File: config.mk
export PLATFORM = sky130hd
export DESIGN_NAME = yuv422_pair_to_rgb888_unit
export DESIGN_NICKNAME = d
export VERILOG_FILES = /design/src/rtl/yuvrgb_pkg.sv /design/src/rtl/yuvrgb_unpack.sv /design/src/rtl/yuvrgb_lane.sv /design/src/rtl/yuv422_pair_to_rgb888_unit.sv
export SDC_FILE = /design/constraint.sdc
export NUM_CORES = 1
export LEC_CHECK = 0
export BUFFER_PORTS_ARGS = -buffer_cell sky130_fd_sc_hd__buf_2
export CORE_AREA = 2 2 185 187
export DETAILED_ROUTE_END_ITERATION = 6
export DIE_AREA = 0 0 187 189
export HOLD_SLACK_MARGIN = 0.06
export PLACE_DENSITY = 0.73
export SYNTH_ARGS = -nofsm -noshare
export SYNTH_HDL_FRONTEND = slang
export SYNTH_HIERARCHICAL = 1
export SYNTH_SLANG_ARGS = --single-unit
File: constraint.sdc
create_clock -name aclk -period 7.06 [get_ports aclk]
set_input_delay 1.412 -clock aclk [delete_from_list [all_inputs] [get_ports aclk]]
set_output_delay 1.412 -clock aclk [all_outputs]
set_load 0.005 [all_outputs]
File: src/rtl/yuvrgb_pkg.sv
// Shared types and constants for the YUV 4:2:2 pixel pair to RGB888 converter.
// Holds the pixel format codes and the packed input / result word layouts.
// No dependencies.
package yuvrgb_pkg;

    typedef enum logic [2:0] {
        FMT_NV12 = 3'd0,
        FMT_NV21 = 3'd1,
        FMT_NV16 = 3'd2,
        FMT_NV61 = 3'd3,
        FMT_UYVY = 3'd4,
        FMT_YUYV = 3'd5
    } pixel_format_t;

    localparam logic [2:0] PIXEL_FORMAT_RESET = 3'd0;

    // Input word: four raw bytes in memory order plus the second-pixel flag.
    typedef struct packed {
        logic [7:0] first_byte;
        logic [7:0] second_byte;
        logic [7:0] third_byte;
        logic [7:0] fourth_byte;
        logic       second_valid;
    } in_word_t;

    // Result word: two RGB888 pixels plus the second-pixel flag.
    typedef struct packed {
        logic [7:0] red_first;
        logic [7:0] green_first;
        logic [7:0] blue_first;
        logic [7:0] red_second;
        logic [7:0] green_second;
        logic [7:0] blue_second;
        logic       second_present;
    } out_word_t;

    typedef struct packed {
        logic [7:0] red;
        logic [7:0] green;
        logic [7:0] blue;
    } rgb_t;

    // Byte roles picked out of one input word.
    typedef struct packed {
        logic [7:0] y0;
        logic [7:0] y1;
        logic [7:0] u;
        logic [7:0] v;
        logic       fmt_ok;
    } yuv_pair_t;

endpackage

File: src/rtl/yuvrgb_unpack.sv
// Byte role selection for the YUV to RGB converter.
// Maps four raw bytes to Y0, Y1, U, V under the configured format.
// Depends on yuvrgb_pkg.
module yuvrgb_unpack (
    input  logic [2:0]           pixel_format,
    input  yuvrgb_pkg::in_word_t in_word,
    output yuvrgb_pkg::yuv_pair_t pair
);

    always_comb begin
        pair.y0     = in_word.first_byte;
        pair.y1     = in_word.second_byte;
        pair.u      = in_word.third_byte;
        pair.v      = in_word.fourth_byte;
        pair.fmt_ok = 1'b1;
        unique case (pixel_format)
            yuvrgb_pkg::FMT_NV12, yuvrgb_pkg::FMT_NV16: begin
                pair.u = in_word.third_byte;
                pair.v = in_word.fourth_byte;
            end
            yuvrgb_pkg::FMT_NV21, yuvrgb_pkg::FMT_NV61: begin
                pair.v = in_word.third_byte;
                pair.u = in_word.fourth_byte;
            end
            yuvrgb_pkg::FMT_UYVY: begin
                pair.u  = in_word.first_byte;
                pair.y0 = in_word.second_byte;
                pair.v  = in_word.third_byte;
                pair.y1 = in_word.fourth_byte;
            end
            yuvrgb_pkg::FMT_YUYV: begin
                pair.y0 = in_word.first_byte;
                pair.u  = in_word.second_byte;
                pair.y1 = in_word.third_byte;
                pair.v  = in_word.fourth_byte;
            end
            default: begin
                // unused codes: drop the word
                pair.fmt_ok = 1'b0;
            end
        endcase
    end

endmodule

File: src/rtl/yuvrgb_lane.sv
// One conversion lane: full-range BT.601 YUV to RGB888 for a single pixel.
// Registered chroma products, then sum, floor shift and clamp (combinational out).
// Depends on yuvrgb_pkg.
module yuvrgb_lane (
    input  logic              aclk,
    input  logic              adv,
    input  logic [7:0]        y,
    input  logic [7:0]        u,
    input  logic [7:0]        v,
    output yuvrgb_pkg::rgb_t  pix
);

    logic signed [8:0]  d;
    logic signed [8:0]  e;
    logic signed [16:0] cr_next;
    logic signed [16:0] cg_next;
    logic signed [16:0] cb_next;
    logic signed [16:0] cr_reg;
    logic signed [16:0] cg_reg;
    logic signed [16:0] cb_reg;
    logic [7:0]         y_reg;
    logic signed [18:0] luma;
    logic signed [18:0] sum_r;
    logic signed [18:0] sum_g;
    logic signed [18:0] sum_b;

    function automatic logic [7:0] clamp8(input logic signed [18:0] s);
        logic [7:0] res;
        if (s[18]) begin
            res = 8'd0;
        end else if (|s[17:16]) begin
            res = 8'd255;
        end else begin
            res = s[15:8];
        end
        return res;
    endfunction

    assign d = $signed({1'b0, u}) - 9'sd128;
    assign e = $signed({1'b0, v}) - 9'sd128;

    assign cr_next = 17'(e) * 17'sd359;
    assign cg_next = 17'(d) * 17'sd88 + 17'(e) * 17'sd183;
    assign cb_next = 17'(d) * 17'sd454;

    always_ff @(posedge aclk) begin
        if (adv) begin
            cr_reg <= cr_next;
            cg_reg <= cg_next;
            cb_reg <= cb_next;
            y_reg  <= y;
        end
    end

    // 256*Y plus rounding bias, then floor shift via bit select in clamp8
    assign luma  = $signed({3'b000, y_reg, 8'h80});
    assign sum_r = luma + 19'(cr_reg);
    assign sum_g = luma - 19'(cg_reg);
    assign sum_b = luma + 19'(cb_reg);

    assign pix.red   = clamp8(sum_r);
    assign pix.green = clamp8(sum_g);
    assign pix.blue  = clamp8(sum_b);

endmodule

File: src/rtl/yuv422_pair_to_rgb888_unit.sv
// Top level of the YUV 4:2:2 pixel pair to RGB888 converter.
// Instantiates yuvrgb_unpack and two yuvrgb_lane copies; uses yuvrgb_pkg.
//
// Accepts one pixel pair word per clock unless the output stalls, and returns one
// RGB888 pair word per accepted word. A word passes the registered chroma products
// inside each lane, then the merge register that drives m_data. Both lanes run
// in parallel on the shared U/V pair, and the pipeline advances whenever the
// merge register is empty or being taken, so s_ready follows m_ready in the same
// cycle. Words that arrive while pixel_format holds an unused code (6 or 7) are
// taken and dropped. When second_valid is low the second pixel comes out as
// zero. Write pixel_format only while idle.
module yuv422_pair_to_rgb888_unit (
    input  logic                  aclk,
    input  logic                  aresetn,
    input  logic                  cfg_wr_en,
    input  logic [2:0]            cfg_wr_data,
    input  logic                  s_valid,
    output logic                  s_ready,
    input  yuvrgb_pkg::in_word_t  s_data,
    output logic                  m_valid,
    input  logic                  m_ready,
    output yuvrgb_pkg::out_word_t m_data
);

    logic [2:0]             pixel_format_reg;
    yuvrgb_pkg::yuv_pair_t  pair;
    yuvrgb_pkg::rgb_t       pix_first;
    yuvrgb_pkg::rgb_t       pix_second;
    yuvrgb_pkg::out_word_t  m_data_next;
    yuvrgb_pkg::out_word_t  m_data_reg;
    logic                   adv;
    logic                   v1_reg;
    logic                   second_reg;
    logic                   m_valid_reg;

    assign adv     = !m_valid_reg || m_ready;
    assign s_ready = adv;
    assign m_valid = m_valid_reg;
    assign m_data  = m_data_reg;

    always_ff @(posedge aclk) begin
        if (!aresetn) begin
            pixel_format_reg <= yuvrgb_pkg::PIXEL_FORMAT_RESET;
        end else if (cfg_wr_en) begin
            pixel_format_reg <= cfg_wr_data;
        end
    end

    yuvrgb_unpack u_unpack (
        .pixel_format (pixel_format_reg),
        .in_word      (s_data),
        .pair         (pair)
    );

    yuvrgb_lane u_lane_first (
        .aclk (aclk),
        .adv  (adv),
        .y    (pair.y0),
        .u    (pair.u),
        .v    (pair.v),
        .pix  (pix_first)
    );

    yuvrgb_lane u_lane_second (
        .aclk (aclk),
        .adv  (adv),
        .y    (pair.y1),
        .u    (pair.u),
        .v    (pair.v),
        .pix  (pix_second)
    );

    // merge both lanes into the result word; blank the second pixel when absent
    always_comb begin
        m_data_next.red_first      = pix_first.red;
        m_data_next.green_first    = pix_first.green;
        m_data_next.blue_first     = pix_first.blue;
        m_data_next.red_second     = second_reg ? pix_second.red   : 8'd0;
        m_data_next.green_second   = second_reg ? pix_second.green : 8'd0;
        m_data_next.blue_second    = second_reg ? pix_second.blue  : 8'd0;
        m_data_next.second_present = second_reg;
    end

    always_ff @(posedge aclk) begin
        if (!aresetn) begin
            v1_reg      <= 1'b0;
            m_valid_reg <= 1'b0;
        end else if (adv) begin
            v1_reg      <= s_valid && pair.fmt_ok;
            m_valid_reg <= v1_reg;
        end
    end

    always_ff @(posedge aclk) begin
        if (adv) begin
            second_reg <= s_data.second_valid;
            m_data_reg <= m_data_next;
        end
    end

endmodule

Word-level counts from Yosys, hierarchy flattened:

Cells that the tools add are included.

* bitwise operators: 1
* equality and inequality tests: 5
* reduce and logical (&&, ||, !) cells: 15
* multiply operators: 4
* add/subtract/negate cells: 9
* multiplexer cells: 9

Operators by type and width (number)
* 17-bit by 17-bit adder with 18-bit output: 4
* 8-bit two-way mux: 6
* 16-bit one-hot mux with 3 select lines: 1
* 17-bit by 17-bit subtractor with 18-bit output: 2
* 16-bit one-hot mux with 2 select lines: 1
* 2-bit OR reduction: 10
* 8-bit by 8-bit subtractor with 9-bit output (second input constant): 2
* 17-bit adder: 1
* 9-bit by 10-bit multiplier with 17-bit output (second input constant): 1
* 9-bit by 9-bit multiplier with 17-bit output (second input constant): 1
* 9-bit by 9-bit multiplier with 16-bit output (second input constant): 1
* 9-bit by 5-bit multiplier with 14-bit output (second input constant): 1
* 3-bit by 2-bit == test with 1-bit output (second input constant): 2
* 3-bit == test (second input constant): 2
* 6-bit OR reduction: 1
* 3-bit by 1-bit == test with 1-bit output (second input constant): 1
* 3-bit logical NOT: 1
* 1-bit logical AND: 1
* 1-bit logical NOT: 1
* 1-bit logical OR: 1
* 1-bit two-way mux: 1
* 1-bit inverter: 1

* output and inout bits: 51
* word-level logic and storage cells: 59
* bits in registers: 121

Logic depth before layout (Yosys ltp):

Gate-level depths: netlist of the first run.

* word-level depth: 6
* mapped depth: 24
* mapped depth without buffers: 22

By module:

The synthesis of the first run kept the hierarchy.

Modules (own cells, without submodules)
* yuvrgb_lane (u_lane_first): sequential area each 1351.3 um2, instances 1, area an instance 7921.3 um2, cells an instance 826
* yuvrgb_lane (u_lane_second): sequential area each 1351.3 um2, instances 1, area an instance 7601.0 um2, cells an instance 779
* yuv422_pair_to_rgb888_unit: sequential area each 1601.5 um2, instances 1, area an instance 1865.5 um2, cells an instance 93
* yuvrgb_unpack: sequential area each 0.0 um2, instances 1, area an instance 708.2 um2, cells an instance 95

Least setup slack after synthesis of the first run:

Ideal clock, no wire load.

* path kind: input-to-reg
* from: input port s_data[16] (netlist bit)
* to: register u_lane_second.cg_reg[16] (data pin)
* required time: 6.800 ns
* path buffers: 1
* path slack: 0.583 ns
* stages on the path: 18
* arrival: 6.217 ns
* cells stage by stage: mux2_4 -> clkbuf_1 -> inv_1 -> ha_1 -> or2_2 -> fa_1 -> fa_1 -> fa_1 -> inv_1 -> fa_1 -> inv_1 -> ha_1 -> or3_1 -> o21ai_0 -> a21oi_1 -> a211oi_1 -> a21oi_1 -> xnor2_1

* longest elaborated chain between the ends: 4

Ends and longest elaborated chain
* from (decl): line yuv422_pair_to_rgb888_unit.sv:19 `input yuvrgb_pkg::in_word_t s_data,`
* 16-bit one-hot mux with 3 select lines *: line yuvrgb_unpack.sv:16 `unique case (pixel_format)`
* 8-bit by 8-bit subtractor with 9-bit output (on tied branches): line yuvrgb_lane.sv:39, yuvrgb_lane.sv:40
* 9-bit by 5-bit multiplier with 14-bit output or 9-bit by 9-bit multiplier with 17-bit output (tied branches): line yuvrgb_lane.sv:43 `assign cg_next = 17'(d) * 17'sd88 + 17'(e) * 17'sd183;`
* 17-bit adder *: line yuvrgb_lane.sv:43
* named net u_lane_second.cg_next[16]: line yuvrgb_lane.sv:16 `logic signed [16:0] cg_next;`
* to (signal assigned): line yuvrgb_lane.sv:49 `cg_reg <= cg_next;`
* to (decl): line yuvrgb_lane.sv:19 `logic signed [16:0] cg_reg;`

The timed path passes the listed nets; every way through them passes the cells marked *.
A chain may end at the register's enable or synchronous reset.

==> results.md, run 1 <==
- Die W: 187 um
- Footprint of the multi-input gates: 0.01229 mm2
- Area grow syn2layout: 9.210%
- Final min period: 6.505 ns
- Cell Rows: 67
- Routed wire per std cell: 17.50 um
- Largest net degree at the start of global routing: 78
- Max Fclk: 153.7 MHz
- Post-cts gate resize count: 0
- Syn Std Cell Area: 0.01810 mm2
- Outcome: finished, violations left
- Sequential share of the synthesized area: 23.78%
- Worst Skew: 0.01387 ns
- Count of cell types in the netlist: 83
- First-pass GRT wire length: 66360 um
- # Post-CTS Setup Buffers: 0
- Initial antenna violation count: 3
- Diode count: 0
- Total CTS buffers: 17
- RSZ-0062 raised after global routing: no
- Die H: 189 um
- I/O pins: 92
- Starting density of the core: 54.37%
- Clock Latency Late Sink: 0.44 ns
- Critical path buffers and inverters: 6
- Vias: 12940
- WP data arrival: 6.69 ns
- CTS root buf: clkbuf_16
- Setup_tns: 0 ns
- Crit. End Element: flop
- Async SR Flop Fraction: 0%
- Vias in the first global route: 12910
- Worst min path class: reg -> reg
- Slew Limit Fails: 0
- GR Util All Layers: 23.99%
- Fill cells: 2782
- CP max stage cell: nor2_1
- GR Overflow Total: 0
- Clk slew on worst S/H paths: 0.07 ns
- # DRC: 17
- Number of DRC markers in iteration 0: 995
- Synth Net Count: 2304
- Worst-margin pin slew: 1.026 ns
- Most common cell after layout, fill and taps aside: inv_1
- Via density: 5.475
- WP data required: 7.24 ns
- Layout cell share with drive strength beyond 1: 10.39%
- Main flop type after synthesis: edfxtp_1
- Slowest Stage Delay on Critical Path: 0.69 ns
- Relative slew slack: 31.59%
- Max_cap viols: 0
- Commonest cells after routing, fill and taps aside: inv_1 (369), ha_1 (326), fa_1 (144)
- Routability cong.: 0.9014
- Final Hold Vio Count: 0
- Input/output buffers: 91
- CTS sink cnt: 145
- Synth Register Bits: 145
- Area leader, netlist: edfxtp_1
- Top delay family on crit path: adder cells
- Critical path type: reg -> reg
- Period utilisation layout: 92.15%
- Post-synth EDFFs: 140
- CTS Hold Bufs: 0
- H-tree depth: 4
- Cells after synthesis: 1793
- Yosys warnings: 6
- Endpoints failing setup: 0
- Antenna-violating nets left: 0
- Most frequent CP cell: inv_1
- Avg Inst Size Synth: 10.09 um2
- WL final: 41350 um
- CTS tree: yes
- FF/Latch Area: 0.004304 mm2
- Die Area: 0.03534 mm2
- Crit-path max FO: 11
- Post-synth top area share: 23.23%
- Leading post-synthesis cells by cell area: edfxtp_1 (23%), ha_1 (23%), fa_1 (16%)
- CP startpoint kind: flop
- Critical path cell sequence: buf_4, nor2_1, o21ai_0, nand3_1, buf_4, inv_1, fa_1, inv_1, ha_1, inv_1, o21a_1, nor3_1, a21oi_1, xnor2_1, fa_1, inv_1, ha_1, a21bo_2, a32oi_1, mux2i_1, and4_1, xnor2_1
- Core region area: 0.03328 mm2
- Nets: 2414
- Maximum clock insertion buffer count: 2
- Max reg flops: 49
- Worst hold slack: 0.4649 ns
- Hpwl dp: 33990 um
- TritonRoute pass-1 iters: 7
- Failing checks: DRC
-- per-layer routing --
metal / GRT usage [%] / share of wire [%] / up-vias
met4: 6.777 / 2.0 / 2
met1: 33.14 / 47 / 6290
met2: 39.08 / 45 / 361
li1: - / - / 6238
met5: 0 / 0.044 / -
met3: 4.022 / 5.8 / 46
-- Yosys cell counts, types with 3 or more instances --
cell and count:
inv_1 369, ha_1 326, fa_1 144, edfxtp_1 140
xnor2_1 116, a21oi_1 91, nand2_1 71, o21ai_0 64
nor2_1 61, xor2_1 36, and2_1 27, nor3_1 26
nor2b_1 25, a21o_1 22, o21a_1 21, nand3_1 19
mux2_2 17, mux2i_1 17, o21bai_1 16, nand2b_1 15
a22oi_1 10, or2_2 10, clkbuf_1 9, a211oi_1 8
mux2_4 8, o211ai_1 8, a31oi_1 7, o31ai_1 7
o31a_1 6, or3_1 6, and3_1 5, dfxtp_1 5
a31o_2 4, nand4_1 4, a221oi_1 3, buf_4 3
buf_6 3, nor4_1 3, o22a_1 3, o41ai_1 3
-- final timing paths --
kind                                          start                      end  slack [ns]  depth (start not counted)
worst max-delay path            pixel_format_reg[0]  u_lane_first/cg_reg[16]        0.55                         22
worst min-delay path                         v1_reg                   v1_reg        0.46                          2
worst max register to register  pixel_format_reg[0]  u_lane_first/cg_reg[16]        0.55                         22
worst min register to register               v1_reg                   v1_reg        0.46                          2
-- through the flow --
stage	instances	instance area, um2	worst slack (ns)	utilization [%]
after floorplan	1793	18100	0.5834	-
after detailed placement	2332	19150	0.4031	57.54
final	2363	19760	0.5545	59.38
after CTS	2363	19760	0.6336	59.38
after global placement	2332	19150	0.5303	57.54
after global routing	2363	19760	0.1945	59.38
-- area by class of cell --
class,count,share of cell area (%)
tap,448,2.836
sequential,145,21.78
inverter,370,7.053
clock buffer,19,2.191
clock inverter,12,0.9117
timing repair buffer,111,3.064
multi-input combinational,1258,62.17
-- kinds of logic after synthesis --
logic type / Yosys count / synth area share, %
buffers and inverters: 390 / 8.325
AND/OR/NAND/NOR: 289 / 8.256
XOR/XNOR: 152 / 7.357
adder cells (fa/ha/maj): 473 / 38.65
flip-flops: 145 / 23.78
AO/OA/AOI/OAI: 302 / 10.97
multiplexers: 42 / 2.662
-- tightest hold or removal path: cells and delay by family (launching register included) --
| family | cells | cell delay [ns] |
|---|---|---|
| AOI/OAI and AO/OA | 1 | 0.05 |
| DFF | 1 | 0.31 |
| and+or+nand+nor | 1 | 0.07 |
Power of run 1 is left out: the tool's default activity adds up to more than one toggle a clock period on the data nets, which glitch-free logic cannot reach.
==> run 2: changes to the inputs <==
--- a/config.mk
+++ b/config.mk
@@ -6,12 +6,11 @@
 export NUM_CORES = 1
 export LEC_CHECK = 0
 export BUFFER_PORTS_ARGS = -buffer_cell sky130_fd_sc_hd__buf_2
-export CORE_AREA = 2 2 185 187
+export CORE_AREA = 2 2 146 148
 export DETAILED_ROUTE_END_ITERATION = 6
-export DIE_AREA = 0 0 187 189
+export DIE_AREA = 0 0 148 150
 export HOLD_SLACK_MARGIN = 0.06
-export PLACE_DENSITY = 0.73
+export PLACE_DENSITY = 0.75
 export SYNTH_ARGS = -nofsm -noshare
 export SYNTH_HDL_FRONTEND = slang
-export SYNTH_HIERARCHICAL = 1
 export SYNTH_SLANG_ARGS = --single-unit
==> constraint.sdc (replaced) <==
create_clock -name aclk -period 7.06 [get_ports aclk]
set_input_delay 0.706 -clock aclk [delete_from_list [all_inputs] [get_ports aclk]]
set_output_delay 0.706 -clock aclk [all_outputs]
set_load 0.005 [all_outputs]
==> run 2 against run 1 <==
Net effect: the run now ends clean; clock skew about the same; sequential cell count is 37 lower; fmax is 1.7% lower; area after synthesis decreased by 38%; global-route usage down 1.6 points; die area down 37%; non-clock buffer count is 10 lower; synthesized cell count fell by 40%; core utilization is 0.19 points higher; sequential share of layout area is 4.1 points higher; count of clock-buffer cells in the layout decreased by 10.
==> results.md, run 2 <==
- Main combinational cell family by area after synthesis: adder cells (unchanged)
- Async SR Flop Fraction: 0% (unchanged)
- Core region area: 0.02069 mm2 (was 0.03328 mm2)
- Initial antenna violation count: 1 (was 3)
- Critical path buffers and inverters: 4 (was 6)
- Hpwl dp: 19790 um (was 33990 um)
- Post-synth EDFFs: 103 (was 140)
- Setup_tns: 0 ns (unchanged)
- Post-synth top cells: ha_1 (184), inv_1 (169), edfxtp_1 (103), fa_1 (73), xnor2_1 (63) (was inv_1 (369), ha_1 (326), fa_1 (144), edfxtp_1 (140), xnor2_1 (116))
- Largest net degree at the start of global routing: 58 (was 78)
- Count of cell types in the netlist: 67 (was 83)
- Leading post-synthesis cells by cell area: edfxtp_1 (28%), ha_1 (21%), fa_1 (13%) (was edfxtp_1 (23%), ha_1 (23%), fa_1 (16%))
- Cell Rows: 53 (was 67)
- WL final: 23500 um (was 41350 um)
- Simple-Gate Fraction of Synth Area: 8.345% (was 8.256%)
- Number of DRC markers in iteration 0: 329 (was 995)
- Compound-gate portion of the synthesized area: 12.76% (was 10.97%)
- Main flop type after synthesis: edfxtp_1 (unchanged)
- Fill cells: 1732 (was 2782)
- First-pass GRT wire length: 38850 um (was 66360 um)
- WP data required: 7.17 ns (was 7.24 ns)
- Sequential share of the synthesized area: 28.51% (was 23.78%)
- Synth Net Count: 1382 (was 2304)
- Relative slew slack: 47.10% (was 31.59%)
- I/O pins: 92 (unchanged)
- Cells after synthesis: 1084 (was 1793)
- Final min period: 6.615 ns (was 6.505 ns)
- Nets: 1479 (was 2414)
- Max_cap viols: 0 (unchanged)
- CTS sink cnt: 108 (was 145)
- CTS tree: yes (unchanged)
- CTS root buf: clkbuf_16 (unchanged)
- Setup ws final: 0.4447 ns (was 0.5545 ns)
- Worst-margin pin slew: 0.7935 ns (was 1.026 ns)
- Post-synthesis mux area share: 3.072% (was 2.662%)
- CTS Hold Bufs: 0 (unchanged)
- Total CTS buffers: 9 (was 17)
- Worst hold slack: 0.4739 ns (was 0.4649 ns)
- TritonRoute pass-1 iters: 5 (was 7)
- Crit. End Element: flop (unchanged)
- Max Fclk: 151.2 MHz (was 153.7 MHz)
- Via density: 5.415 (was 5.475)
- RSZ-0062 raised after global routing: no (unchanged)
- Final Hold Vio Count: 0 (unchanged)
- Post-synth top area share: 27.62% (was 23.23%)
- Die Area: 0.02220 mm2 (was 0.03534 mm2)
- Die W: 148 um (was 187 um)
- Critical path cell sequence: nand2b_4, mux2i_2, buf_4, mux2i_1, ha_1, xnor2_1, fa_1, fa_1, inv_1, fa_1, inv_1, fa_1, inv_1, ha_1, o21a_1, o31ai_1, a21oi_1, a41o_1, o21ai_0, nand2b_1, a21oi_1, xnor3_1 (was buf_4, nor2_1, o21ai_0, nand3_1, buf_4, inv_1, fa_1, inv_1, ha_1, inv_1, o21a_1, nor3_1, a21oi_1, xnor2_1, fa_1, inv_1, ha_1, a21bo_2, a32oi_1, mux2i_1, and4_1, xnor2_1)
- Period utilisation layout: 93.70% (was 92.15%)
- Syn Std Cell Area: 0.01120 mm2 (was 0.01810 mm2)
- Routed wire per std cell: 16.08 um (was 17.50 um)
- Clock Latency Late Sink: 0.36 ns (was 0.44 ns)
- Yosys warnings: 0 (was 6)
- Die H: 150 um (was 189 um)
- Commonest cells after routing, fill and taps aside: ha_1 (184), inv_1 (168), edfxtp_1 (103) (was inv_1 (369), ha_1 (326), fa_1 (144))
- CP max stage cell: dfxtp_1 (was nor2_1)
- Synth Register Bits: 108 (was 145)
- Vias in the first global route: 7821 (was 12910)
- Xor/xnor share of the synthesized area: 7.396% (was 7.357%)
- Critical path type: reg -> reg (unchanged)
- Area grow syn2layout: 10.06% (was 9.210%)
- Worst Skew: 0.01412 ns (was 0.01387 ns)
- Post-cts gate resize count: 0 (unchanged)
- Most numerous cell in the Yosys netlist: ha_1 (was inv_1)
- Pre-CTS setup slack: 0.4787 ns (was 0.4031 ns)
- Most frequent CP cell: fa_1 (was inv_1)
- Input/output buffers: 91 (unchanged)
- Vias: 7912 (was 12940)
- # DRC: 0 (was 17)
- Outcome: completed (was finished, violations left)
- Clk slew on worst S/H paths: 0.08 ns (was 0.07 ns)
- # Post-CTS Setup Buffers: 0 (unchanged)
- H-tree depth: 3 (was 4)
- Diode count: 0 (unchanged)
- Most common cell after layout, fill and taps aside: ha_1 (was inv_1)
- Avg Inst Size Synth: 10.33 um2 (was 10.09 um2)
- Slowest Stage Delay on Critical Path: 0.62 ns (was 0.69 ns)
- Routability cong.: 0.8997 (was 0.9014)
- GR Util All Layers: 22.43% (was 23.99%)
- Starting density of the core: 54.13% (was 54.37%)
- Max reg flops: 49 (unchanged)
- Area leader, netlist: edfxtp_1 (unchanged)
- Top delay family on crit path: adder cells (unchanged)
- CP startpoint kind: flop (unchanged)
- Layout cell share with drive strength beyond 1: 13.32% (was 10.39%)
- GR Overflow Total: 0 (unchanged)
- Maximum clock insertion buffer count: 2 (unchanged)
- Slew Limit Fails: 0 (unchanged)
- Antenna-violating nets left: 0 (unchanged)
- WP data arrival: 6.73 ns (was 6.69 ns)
- Crit-path max FO: 10 (was 11)
- Endpoints failing setup: 0 (unchanged)
- Worst min path class: reg -> reg (unchanged)
- Post-synthesis adder-cell area fraction: 33.61% (was 38.65%)
[run 2: cell count changes after synthesis, sizes merged, moves of 10 or more]
cell and change:
a21oi -33, a22oi -10, and2 -25, edfxtp -37, fa -71, ha -142
inv -200, nand2 -18, nor2 -15, nor2b -10, o21ai -10, o21bai -13
xnor2 -53
[run 2: through the flow]
stage | cell area (um2) | instances | util [%]
finish | 12330 | 1461 | 59.57
global route | 12330 | 1461 | 59.57
CTS | 12330 | 1461 | 59.57
detailed placement | 12020 | 1445 | 58.08
global placement | 12020 | 1445 | 58.08
floorplan | 11200 | 1084 | -
[run 2: worst paths after layout]
| kind | start | to | slack, ns | cells after the start |
|---|---|---|---|---|
| worst min-delay path | v1_reg | m_valid | 0.47 | 1 |
| worst max register to register | pixel_format_reg[2] | u_lane_second.cg_reg[16] | 0.44 | 22 |
| worst max-delay path | pixel_format_reg[2] | u_lane_second.cg_reg[16] | 0.44 | 22 |
| worst min register to register | v1_reg | m_valid | 0.47 | 1 |
[run 2: cells by family after synthesis]
group / Yosys count
XOR/XNOR: 93
adder cells (fa/ha/maj): 257
AND/OR/NAND/NOR: 189
AO/OA/AOI/OAI: 220
multiplexers: 32
flip-flops: 108
buffers and inverters: 185
[run 2: cell type report]
| type | count | area, um2 | share of cell area [%] |
|---|---|---|---|
| clock buffer | 9 | 225.2 | 1.827 |
| inverter | 170 | 643.1 | 5.218 |
| multi-input combinational | 791 | 7306 | 59.27 |
| clock inverter | 7 | 83.83 | 0.6801 |
| sequential | 108 | 3193 | 25.91 |
| timing repair buffer | 101 | 530.5 | 4.304 |
| tap | 275 | 344.1 | 2.792 |
[run 2: per-layer routing]
layer / part of all wire [%] / wire length, um / GRT usage (%)
met2: 46 / 10840 / 37.45
met5: 0.055 / 13 / 0
met3: 4.8 / 1124 / 2.744
met4: 3.4 / 805 / 8.619
met1: 46 / 10710 / 30.02
Power of run 2 is left out for the same reason.
